File: src/kpsb_pkg.sv
// Package for the keypad scanner and button debounce block.
// Holds the word types, phase encoding, register indexes and the row decoder.
// No dependencies.
package kpsb_pkg;

    // Width of the per-key press counters (wrap at this width)
    localparam int COUNT_WIDTH = 32;

    localparam int NUM_KEYS = 9;
    localparam logic [3:0] ROWS_IDLE = 4'h0F;

    // Row line codes that select a key row
    localparam logic [3:0] ROW_CODE_0 = 4'h0B;
    localparam logic [3:0] ROW_CODE_1 = 4'h0D;
    localparam logic [3:0] ROW_CODE_2 = 4'h0E;
    localparam logic [1:0] ROW_NONE   = 2'd3;

    // Configuration register indexes
    localparam logic CFG_KEY_TICKS = 1'b0;
    localparam logic CFG_BTN_TICKS = 1'b1;

    typedef enum logic [1:0] {
        PH_WAIT    = 2'd0,
        PH_SCAN    = 2'd1,
        PH_RELEASE = 2'd2
    } t_phase;

    typedef struct packed {
        logic [3:0] rows_all_low;
        logic [3:0] rows_col_one;
        logic [3:0] rows_col_two;
        logic [3:0] rows_col_three;
        logic       button_level;
    } t_in_word;

    typedef struct packed {
        logic        key_valid;
        logic [3:0]  key_index;
        logic [31:0] key_total;
        logic [1:0]  scan_phase_out;
        logic        button_pressed;
        logic        button_held;
        logic [7:0]  button_presses;
    } t_out_word;

    // Row number for one column sample, ROW_NONE when no key shows
    function automatic logic [1:0] decode_row(input logic [3:0] rows);
        logic [1:0] row;
        case (rows)
            ROW_CODE_0: row = 2'd0;
            ROW_CODE_1: row = 2'd1;
            ROW_CODE_2: row = 2'd2;
            default:    row = ROW_NONE;
        endcase
        return row;
    endfunction

endpackage

File: src/keypad_scan_and_button_debounce.sv
// A tick word is held in the input register; its result word is then loaded into the
// result register once it is free or draining. Throughput: one word per cycle unless
// the receiver stalls. The state update sits in one combinational pass.
// Reset (synchronous, active low): phase wait, all tick counters, key press
// counters and button state cleared; key threshold 2, button threshold 3.
// Top level of the 3x3 keypad scanner and push-button debounce.
// Depends on kpsb_pkg.
module keypad_scan_and_button_debounce
    import kpsb_pkg::*;
(
    input  logic      i_clk,
    input  logic      i_rst_n,
    // tick words in
    input  logic      i_in_valid,
    output logic      o_in_stall,
    input  t_in_word  i_in_word,
    // result words out
    output logic      o_out_valid,
    input  logic      i_out_stall,
    output t_out_word o_out_word,
    // configuration writes
    input  logic      i_cfg_valid,
    output logic      o_cfg_ready,
    input  logic      i_cfg_index,
    input  logic [7:0] i_cfg_data
);

    // configuration
    logic [7:0] r_key_thr;
    logic [7:0] r_btn_thr;

    // input register
    logic     r_in_valid;
    t_in_word r_in;

    // keypad state
    t_phase     r_phase,   n_phase;
    logic [7:0] r_ktick,   n_ktick;
    logic [1:0] r_lastcol, n_lastcol;
    logic [COUNT_WIDTH-1:0] r_keycnt [NUM_KEYS];

    // button state
    logic       r_down, n_down;
    logic [7:0] r_bcnt, n_bcnt;
    logic [7:0] r_btot, n_btot;
    logic       n_pressed;

    // key result of this pass
    logic                   w_hit;
    logic [3:0]             w_idx;
    logic [COUNT_WIDTH-1:0] w_total;
    logic [1:0]             w_rc1, w_rc2, w_rc3;
    logic [3:0]             w_sample;
    logic [7:0]             w_ktick_inc;
    logic [7:0]             w_bcnt_a;
    logic                   w_down_a;

    // result register
    logic      r_out_valid;
    t_out_word r_out;

    logic w_adv;

    assign o_cfg_ready = 1'b1;

    // handshake: the pass runs when the result register is free or draining
    assign w_adv      = r_in_valid && (!r_out_valid || !i_out_stall);
    assign o_in_stall = r_in_valid && r_out_valid && i_out_stall;

    assign w_rc1       = decode_row(r_in.rows_col_one);
    assign w_rc2       = decode_row(r_in.rows_col_two);
    assign w_rc3       = decode_row(r_in.rows_col_three);
    assign w_ktick_inc = r_ktick + 8'd1;

    // release sample under the last driven column
    always_comb begin
        case (r_lastcol)
            2'd1:    w_sample = r_in.rows_col_one;
            2'd2:    w_sample = r_in.rows_col_two;
            2'd3:    w_sample = r_in.rows_col_three;
            default: w_sample = r_in.rows_all_low;
        endcase
    end

    // keypad phase next state
    always_comb begin
        n_phase   = r_phase;
        n_ktick   = r_ktick;
        n_lastcol = r_lastcol;
        case (r_phase)
            PH_SCAN: begin
                n_phase = PH_RELEASE;
                if (w_rc1 != ROW_NONE) begin
                    n_lastcol = 2'd1;
                end else if (w_rc2 != ROW_NONE) begin
                    n_lastcol = 2'd2;
                end else begin
                    n_lastcol = 2'd3;
                end
            end
            PH_RELEASE: begin
                if (w_sample == ROWS_IDLE) begin
                    n_ktick = w_ktick_inc;
                    if (w_ktick_inc >= r_key_thr) begin
                        n_phase = PH_WAIT;
                        n_ktick = 8'd0;
                    end
                end
            end
            default: begin
                // wait, and the unused code is treated as wait
                n_phase   = PH_WAIT;
                n_lastcol = 2'd0;
                if (r_in.rows_all_low != ROWS_IDLE) begin
                    n_ktick = w_ktick_inc;
                    if (w_ktick_inc >= r_key_thr) begin
                        n_phase = PH_SCAN;
                        n_ktick = 8'd0;
                    end
                end
            end
        endcase
    end

    // keypad outputs: first column with a valid row code wins
    always_comb begin
        w_hit = 1'b0;
        w_idx = 4'd0;
        case (r_phase)
            PH_SCAN: begin
                if (w_rc1 != ROW_NONE) begin
                    w_hit = 1'b1;
                    w_idx = 4'(w_rc1);
                end else if (w_rc2 != ROW_NONE) begin
                    w_hit = 1'b1;
                    w_idx = 4'(w_rc2) + 4'd3;
                end else if (w_rc3 != ROW_NONE) begin
                    w_hit = 1'b1;
                    w_idx = 4'(w_rc3) + 4'd6;
                end
            end
            default: begin
                w_hit = 1'b0;
                w_idx = 4'd0;
            end
        endcase
    end

    assign w_total = r_keycnt[w_idx] + COUNT_WIDTH'(1);

    // button debounce: press check, then release check on the same level
    always_comb begin
        n_pressed = 1'b0;
        n_btot    = r_btot;
        w_down_a  = r_down;
        w_bcnt_a  = r_bcnt;
        if (!r_down) begin
            if (!r_in.button_level) begin
                w_bcnt_a = r_bcnt + 8'd1;
            end
            if (w_bcnt_a >= r_btn_thr) begin
                w_down_a  = 1'b1;
                w_bcnt_a  = 8'd0;
                n_btot    = r_btot + 8'd1;
                n_pressed = 1'b1;
            end
        end
        n_down = w_down_a;
        n_bcnt = w_bcnt_a;
        if (w_down_a) begin
            if (r_in.button_level) begin
                n_bcnt = w_bcnt_a + 8'd1;
            end
            if (n_bcnt >= r_btn_thr) begin
                n_down = 1'b0;
                n_bcnt = 8'd0;
            end
        end
    end

    // configuration registers
    always_ff @(posedge i_clk) begin
        if (!i_rst_n) begin
            r_key_thr <= 8'd2;
            r_btn_thr <= 8'd3;
        end else if (i_cfg_valid && o_cfg_ready) begin
            case (i_cfg_index)
                CFG_KEY_TICKS: r_key_thr <= i_cfg_data;
                CFG_BTN_TICKS: r_btn_thr <= i_cfg_data;
                default:       r_key_thr <= r_key_thr;
            endcase
        end
    end

    // input register
    always_ff @(posedge i_clk) begin
        if (!i_rst_n) begin
            r_in_valid <= 1'b0;
        end else if (i_in_valid && !o_in_stall) begin
            r_in_valid <= 1'b1;
        end else if (w_adv) begin
            r_in_valid <= 1'b0;
        end
    end

    always_ff @(posedge i_clk) begin
        if (i_in_valid && !o_in_stall) begin
            r_in <= i_in_word;
        end
    end

    // state update
    always_ff @(posedge i_clk) begin
        if (!i_rst_n) begin
            r_phase   <= PH_WAIT;
            r_ktick   <= 8'd0;
            r_lastcol <= 2'd0;
            r_down    <= 1'b0;
            r_bcnt    <= 8'd0;
            r_btot    <= 8'd0;
            for (int k = 0; k < NUM_KEYS; k++) begin
                r_keycnt[k] <= '0;
            end
        end else if (w_adv) begin
            r_phase   <= n_phase;
            r_ktick   <= n_ktick;
            r_lastcol <= n_lastcol;
            r_down    <= n_down;
            r_bcnt    <= n_bcnt;
            r_btot    <= n_btot;
            if (w_hit) begin
                r_keycnt[w_idx] <= w_total;
            end
        end
    end

    // result register
    always_ff @(posedge i_clk) begin
        if (!i_rst_n) begin
            r_out_valid <= 1'b0;
        end else if (w_adv) begin
            r_out_valid <= 1'b1;
        end else if (!i_out_stall) begin
            r_out_valid <= 1'b0;
        end
    end

    always_ff @(posedge i_clk) begin
        if (w_adv) begin
            r_out.key_valid      <= w_hit;
            r_out.key_index      <= w_idx;
            r_out.key_total      <= w_hit ? 32'(w_total) : 32'd0;
            r_out.scan_phase_out <= n_phase;
            r_out.button_pressed <= n_pressed;
            r_out.button_held    <= n_down;
            r_out.button_presses <= n_btot;
        end
    end

    assign o_out_valid = r_out_valid;
    assign o_out_word  = r_out;

`ifndef SYNTH
    // a scan pass always moves on to release
    a_scan_to_release: assert property (@(posedge i_clk) disable iff (!i_rst_n)
        (w_adv && r_phase == PH_SCAN) |=> r_phase == PH_RELEASE)
        else $error("scan phase did not move to release");

    // a recognized key only comes with the release phase and a legal index
    a_key_phase: assert property (@(posedge i_clk) disable iff (!i_rst_n)
        (o_out_valid && o_out_word.key_valid) |->
        (o_out_word.scan_phase_out == PH_RELEASE && o_out_word.key_index <= 4'd8))
        else $error("key result with wrong phase or index");

    // input side stalls only while a word is held and the result side is blocked
    a_stall_cause: assert property (@(posedge i_clk) disable iff (!i_rst_n)
        o_in_stall |-> (r_in_valid && r_out_valid))
        else $error("input stall without a blocked word");

    // an accepted press bumps the press total by one
    a_press_count: assert property (@(posedge i_clk) disable iff (!i_rst_n)
        (w_adv && n_pressed) |=> r_btot == $past(r_btot) + 8'd1)
        else $error("button press not counted");
`endif

endmodule

File: config.mk
export PLATFORM = sky130hd
export DESIGN_NAME = keypad_scan_and_button_debounce
export DESIGN_NICKNAME = d
export VERILOG_FILES = /design/src/kpsb_pkg.sv /design/src/keypad_scan_and_button_debounce.sv
export SDC_FILE = /design/constraint.sdc
export NUM_CORES = 1
export LEC_CHECK = 0
export BUFFER_PORTS_ARGS = -buffer_cell sky130_fd_sc_hd__buf_2
export CORE_MARGIN = 10
export CORE_UTILIZATION = 55
export CTS_CLUSTER_DIAMETER = 40
export DETAILED_ROUTE_END_ITERATION = 10
export PLACE_DENSITY = 0.77
export SYNTH_ARGS = -nofsm -noshare
export SYNTH_HDL_FRONTEND = slang
export SYNTH_SLANG_ARGS = --single-unit
File: constraint.sdc
create_clock -name i_clk -period 11.83 [get_ports i_clk]
set_input_delay 0 -clock i_clk [delete_from_list [all_inputs] [get_ports i_clk]]
set_output_delay 0 -clock i_clk [all_outputs]
set_load 0.03 [all_outputs]
==> impl_summary.md, run 1 <==
Clock tree
At the later pin of the worst-skew pair, clock insertion delay measures between 0.6 and 0.7 ns. Once the clock tree was built, the resizer swapped 0 gates to a different size. The CTS tree is built. Clock-pin slew was measured on the worst setup and hold paths at approximately 0.05 ns. The number of buffers added for setup after CTS is 0. The clock tree buffer depth is 3. The level count of the clock H-tree is 2. In this run, CTS created clock tree buffers numbering 59. The root cell of the clock tree is clkbuf_16.

Counting every sink on the clock net gives 449.

Floorplan
From bottom edge to top edge, the die measures 217 um. The die is 217 um wide. The number of rows in the core area is 72. The core outline area is roughly 38,000 um2. The top-level I/O count is 83. The die covers approximately 47,000 um2.

The effective utilization at floorplan is 0.553.

Routing
The via count normalized by instance count is approximately 6.1. For this block, the via count after detailed routing is 15.1k. The remaining antenna violation count is 0. The DRC violation count after routing is 0. After detailed routing, the average wire length per cell comes to ~22 um. The total routed wirelength is 55.7 mm. The first TritonRoute pass finished after 5 iterations. The violation count after the first detailed-route iteration is 1,587.

Synthesis
The number of distinct library cell variants in the gate-level netlist after synthesis is 88. Counting flops with a built-in enable in the synthesized netlist gives approximately 400. The fraction of the mapped netlist area in adder cells is 0.0182. In the synthesized netlist, the number of instances is 1,798. Of the total synthesized cell area, the portion taken by AND, OR, NAND and NOR gates is 0.155. The portion of synthesized area spent on multiplexers is 0.0592. The share of the Yosys chip area taken by registers is 0.611. The number of warnings reported in the yosys synthesis log is 0. The post-synthesis share of cell area spent on xor and xnor gates is 0.0230. After synthesis, the mean cell area works out to 11.8 um2. The post-synthesis sequential element count is 449. The mapped cell area is 21,300 um2. For this run, the leading register cell type out of synthesis is edfxtp_1. After synthesis, the largest family of logic cells by area is simple AND/OR/NAND/NOR gates.

After synthesis, the share of flip-flops with an asynchronous set or reset is 0. The compound-cell area share of the yosys netlist was 0.0855.

Timing
The final critical delay including setup and external delays is 6.34 ns. The max-slew violation count is 0. Based on the critical path, the design can be clocked at up to around 160 MHz.

For the pin with the worst max-slew slack, the measured transition is 1.21 ns. Setup total negative slack on the finished layout was measured at 0 ns. The final worst slack is roughly 5.5 ns.

Setup repair after global routing left no endpoint under its margin. On the final layout, the worst clock skew is 0.0201 ns. The count of final hold-check violations came to 0.

The max-slew headroom at the worst pin is 0.190. Of the available clock period, the critical path in the final layout requires 0.536. Setup violations remaining at the end of the flow were counted as 0.

Placed design
At the placement stage, the worst setup path has a slack of 5.58 ns. The last weighted congestion value of the routability-driven placer is 0.818. The total half-perimeter wirelength after legalization and detailed placement is about 32 mm.

Input and output buffers added on the ports amount to around 80.

Setup path
The classification of the worst setup path is register to register. The cell repeated most along the worst path is a21o_1. The cell with the largest stage delay on the worst path is edfxtp_1. The largest single stage delay on the critical path is 0.63 ns. STA classifies the critical path startpoint as a register.

Data arrives at the worst endpoint at 6.90 ns. Along the worst path, the maximum fanout reaches 19. The data required time of the worst path is 12.39 ns. The kind of end point of the critical path is a register.

Global route
The number of global-route vias before repair was 15.0k. The initial antenna violation count came to 2. The first global-routing pass estimated approximately 86 mm of wire. Summed over all layers, the global routing overflow is 0. The overall global routing resource usage is 0.234. Entering global routing, the biggest net connects 60 pins.

Status
The run finished with clean final reports.

Power and ir drop
The leakage component of the power is 9.06 nW. IR analysis of the VDD net gives a maximum drop of around 0.15 mV. The total power divided by cell area is 160 nW/um2.

Final layout
The core occupancy in the finished layout is 0.634. Leaving out fill and tap cells, the most frequent cell in the layout is edfxtp_1. In the final layout, the share of cells above drive strength 1 is 0.141. The area growth from synthesis to layout is 14.6%. In the layout the commonest cells are edfxtp_1 (402), nor2_1 (269), nand2_1 (198). Fill cells in the final layout number 2,924. The number of antenna diodes in the final layout is 0. The number of nets in the finished design is 1,986.

Flow run
The max-capacitance violation count is 0.

Hold path
In this run the worst hold path is classified as input pin to register.
[per-layer routing]
metal,global-route usage,share of wire,vias up
met5,0,0.00049,-
met4,0.0897,0.036,4
met3,0.0519,0.10,153
met2,0.389,0.48,843
met1,0.294,0.38,7388
li1,-,-,6759
[where the power goes]
part           leakage (nW)  switching, W  total (W)  internal [W]
Combinational          3.64      0.000196   0.000296     0.0000994
Sequential             4.47     0.0000268    0.00182       0.00179
Clock                 0.955      0.000700    0.00178       0.00108
[worst max-delay path: cells and delay by family (launching register included)]
kind / cells / cell delay (ns)
AOI/OAI and AO/OA: 13 / 2.73
xor gates and xnor gates: 1 / 0.18
adders and majority gates: 3 / 0.73
buffers and inverters: 1 / 0.24
DFF: 1 / 0.63
and+or+nand+nor: 8 / 1.78
[per-stage QoR]
step                hold slack (ns)  cell area (um2)  cells  power (W)
CTS                         0.00551            24400   2490    0.00391
global placement              0.179            22000   2340    0.00212
floorplan                    0.0989            21500   1845    0.00204
detailed placement            0.179            22000   2340    0.00213
finish                       0.0298            24400   2490    0.00389
global route                 0.0500            24400   2490    0.00401
[final cells by class]
cell class / instances / area, um2 / area share
flip-flops and latches: 449 / 13000 / 0.534
multi-input cells: 1201 / 7450 / 0.306
clock buffers: 69 / 1560 / 0.0638
repair buffers: 158 / 1090 / 0.0445
well taps: 518 / 648 / 0.0266
clock inverters: 40 / 420 / 0.0172
inverters: 55 / 211 / 0.00867
[logic make-up (layout without fill, tap and decap cells)]
group / Yosys count / in the layout
DFF: 449 / 449
xor gates and xnor gates: 55 / 55
AOI/OAI and AO/OA: 258 / 258
and+or+nand+nor: 721 / 721
adders and majority gates: 31 / 31
other: 2 / 49
muxes: 87 / 87
buffers and inverters: 195 / 322
[sequential cells by signal, summed over array words and instances, names as in the netlist, 2 cells and up]
register,cells
r_lastcol,2
r_key_thr,8
o_out_word,49
r_ktick,8
r_in,17
r_phase,2
r_btot,8
r_bcnt,8
r_btn_thr,8
r_keycnt,336
[cell usage after synthesis (8+ instances only)]
master / number / area, um2
nand3_1: 41 / 205
and3_1: 14 / 87.6
o21ai_0: 33 / 165
a31oi_1: 10 / 62.6
dfxtp_1: 47 / 941
nor2b_1: 10 / 62.6
and2_1: 13 / 81.3
inv_1: 52 / 195
nor3_1: 102 / 510
mux4_2: 29 / 653
o211ai_1: 27 / 203
ha_1: 31 / 388
nand4_1: 8 / 50.1
edfxtp_1: 402 / 12100
nor2_1: 269 / 1010
buf_4: 26 / 195
xor2_1: 20 / 175
o22ai_1: 19 / 119
mux2i_1: 49 / 490
a21boi_0: 26 / 195
a21o_1: 18 / 135
xnor2_1: 34 / 298
mux2_2: 8 / 90.1
nand2_1: 198 / 743
clkbuf_1: 69 / 259
buf_2: 31 / 155
a21oi_1: 51 / 255
nor4_1: 8 / 50.1
nand2b_1: 12 / 75.1
[path summary, 6_finish.rpt]
kind	from	end	depth (start not counted)	slack (ns)
hold reg to reg	r_btn_thr[7]$_SDFFE_PN0P_	r_btn_thr[7]$_SDFFE_PN0P_	2	0.47
hold / removal	i_rst_n	r_bcnt[0]$_SDFFE_PN0P_	3	0.03
setup / recovery	r_in[0]$_DFFE_PP_	r_bcnt[3]$_SDFFE_PN0P_	26	5.49
setup reg to reg	r_in[0]$_DFFE_PP_	r_bcnt[3]$_SDFFE_PN0P_	26	5.49
[repair_timing]
item / in CTS / in global routing
endpoints found under the setup margin: 0 / 0
endpoints found under the hold margin: 35 / 0
hold buffers: 41 / 0
(Power assumes the default switching activity.)
==> run 2, diff against run 1 <==
==> constraint.sdc (replaced) <==
create_clock -name i_clk -period 6.1 [get_ports i_clk]
set_input_delay 0 -clock i_clk [delete_from_list [all_inputs] [get_ports i_clk]]
set_output_delay 0 -clock i_clk [all_outputs]
set_load 0.03 [all_outputs]
==> run 2 against run 1 <==
  * Sequential share of layout area shrank 0.52 points
  * Register-to-register slack worse by 4.9 ns
  * Count of clock-buffer cells in the layout shrank 9
  * Power is 99% higher
  * Critical path type unchanged
  * Largest cell class unchanged
==> impl_summary.md, run 2 (synthesis results as in run 1) <==
Routing
The number of vias in the routed layout is roughly 15k. The routed design has 55.3 mm of wire. The first detailed-routing pass ran for 8 iterations. The DRC violation count after routing is 0.

Using the TritonRoute via totals, the vias-per-cell ratio works out to 6.08. The remaining antenna violation count is 0. In the final routed layout, each cell accounts on average for 22.1 um.

After the first detailed-routing iteration, the DRC count stood at about 1.8k.

Power and ir drop
Of the total power, the share spent switching nets is 0.231. The leakage component of the power is 9.19 nW. Of the total power, registers draw 0.454.

In this run the power density over the cells is 315 nW/um2. The clock power share is 0.469. The switching power is 0.00179 W. The combinational cell fraction of total power is 0.077.

The maximum vdd drop is 0.286 mV. The internal power of the cells totals 0.00596 W.

Clock tree
The root cell of the clock tree is clkbuf_16. Counting the buffers created by CTS gives 57. The CTS tree is built.

The clock-pin slew reported for the worst setup and hold paths after clock tree synthesis is 0.06 ns. Clock latency on the worst-skew pair, taken at its later pin, is 0.60 ns. Clock tree synthesis found a total of 449 sinks.

The clock passes through at most 3 buffers. The level count of the clock H-tree is 2.

Hold path
The hold path startpoint is i_rst_n. The class of the worst hold path is input pin to register.

Timing
Across all setup checks in the final design, the least slack found is 0.598 ns. Setup violations remaining at the end of the flow were counted as 0. The max-slew headroom at the worst pin is 0.245.

The count of final hold-check violations came to 0. The max-slew violation count came to 0. The setup TNS is 0 ns. Across the routed clock network, the largest skew measured is around 0.022 ns.

The final cycle utilization of the critical path is 0.902. Across all hold checks on the routed design, the worst slack comes to 0.0303 ns. Static timing analysis puts the maximum clock frequency at about 180 MHz. Setup repair after global routing left no endpoint under its margin. Subtracting the final worst setup slack from the clock period gives 5.50 ns. For the pin with the worst max-slew slack, the measured transition is 1.13 ns.

Setup path
The data required time of the worst path is ~6.6 ns. The start point of the critical path is r_bcnt[2]$_SDFFE_PN0P_. The classification of the worst setup path is register to register. The kind of end point of the critical path is a register. The source of the worst register-to-register timing path is r_bcnt[2]$_SDFFE_PN0P_. The highest fanout seen on the critical path is 10. The arrival time of the worst setup path is between 6 and 7 ns. The worst setup path is launched from a register.

Global route
The remaining global-route overflow is 0. In the global route stage, overall resource usage came out at 0.231. The initial antenna violation count was 0. The first global-routing pass estimated 85.5 mm of wire.

The number of global-route vias before repair is 15.0k. Entering global routing, the biggest net connects 77 pins.

Final layout
In the final layout, the share of cells above drive strength 1 is 0.150. The final layout contains 2,001 nets. The area growth from synthesis to layout is 15.7%. The core occupancy in the finished layout is 0.640. The largest register by flop count is r_keycnt. The antenna diode count is 0.

The largest registers in the layout are r_keycnt (336), o_out_word (49), r_in (17). The flip-flop count of the largest register after layout is 336. The library cells used most frequently in the layout, excluding fill and tap cells, are edfxtp_1 (402), nor2_1 (268), nand2_1 (198). Leaving out fill and tap cells, the most frequent cell in the layout is edfxtp_1.

Flow run
The tool flagged a number of max-cap violations equal to 0.

Status
The run finished with clean final reports.

Placed design
The total half-perimeter wirelength after legalization and detailed placement is around 31 mm. The last weighted congestion value of the routability-driven placer is between 0.8 and 0.9. OpenSTA, run right after detailed placement, puts the worst setup slack at 0.510 ns.

Buffers placed on the I/O ports in this run total 81.

Floorplan
The floorplan die height is 217 um. For this design the top-level I/O count stands at 83. The initial utilization of the core area, before any placement, comes to 0.553. The die covers 47,000 um2. From left edge to right edge, the die measures ~220 um. The core outline area is 38,500 um2. The number of rows in the core area is 72.
run 2: path summary, 6_finish.rpt:
kind / slack (ns) / cells past startpoint / to
setup reg to reg: 0.60 / 25 / r_down$_SDFFE_PN0P_
hold reg to reg: 0.47 / 2 / r_key_thr[5]$_SDFFE_PN0P_
hold / removal: 0.03 / 3 / r_key_thr[1]$_SDFFE_PN1P_
setup / recovery: 0.60 / 25 / r_down$_SDFFE_PN0P_
run 2: per-stage QoR:
stage          total power, W  std cells  instance area [um2]
2_1_floorplan         0.00396       1845                21500
3_3_place_gp          0.00414       2356                22100
3_5_place_dp          0.00415       2356                22100
4_1_cts               0.00777       2503                24600
5_1_grt               0.00796       2503                24600
6_report              0.00775       2503                24600
run 2: layer usage:
layer	wire, um	global-route usage	up-vias
met1	20900	0.294	7370
met5	0	0	-
met2	26500	0.381	867
met3	5440	0.0429	197
li1	-	-	6787
met4	2350	0.106	0
run 2: worst max-delay path, cell delays in order (launching register included):
cell and delay (ns):
dfxtp_1 0.54, nand3_1 0.18, nor2_2 0.24, and3_1 0.33, nand3_1 0.12, xnor2_1 0.18
ha_1 0.22, a2111oi_1 0.39, o21ai_1 0.14, nand2_1 0.17, nand2_1 0.09, o31ai_1 0.23
ha_1 0.27, mux2_2 0.28, ha_1 0.27, a21o_1 0.15, a21o_1 0.17, a21o_1 0.17
a21o_1 0.17, a21o_1 0.16, a21o_1 0.18, a211oi_1 0.23, buf_4 0.17, buf_4 0.14
nand2_1 0.05, a21boi_0 0.17
run 2: timing repair:
action,4_1_cts,5_1_grt
resized for setup,0,2
setup endpoints to repair,0,6
setup buffers,0,0
hold endpoints to repair,35,0
hold buffers,42,0
run 2: area by class of cell:
cell class              instances  area, um2
multi-input cells            1201       7460
clock inverters                45        632
well taps                     518        648
repair buffers                175       1230
inverters                      55        211
flip-flops and latches        449      13000
fillers                      2855      13800
clock buffers                  60       1440
run 2: power by group through the flow:
stage | sequential, W | clock [W] | combinational (W)
floorplan | 0.00360 | 0 | 0.000365
global placement | 0.00358 | 0 | 0.000558
detailed placement | 0.00358 | 0 | 0.000565
CTS | 0.00352 | 0.00366 | 0.000590
global route | 0.00353 | 0.00378 | 0.000647
finish | 0.00352 | 0.00364 | 0.000595
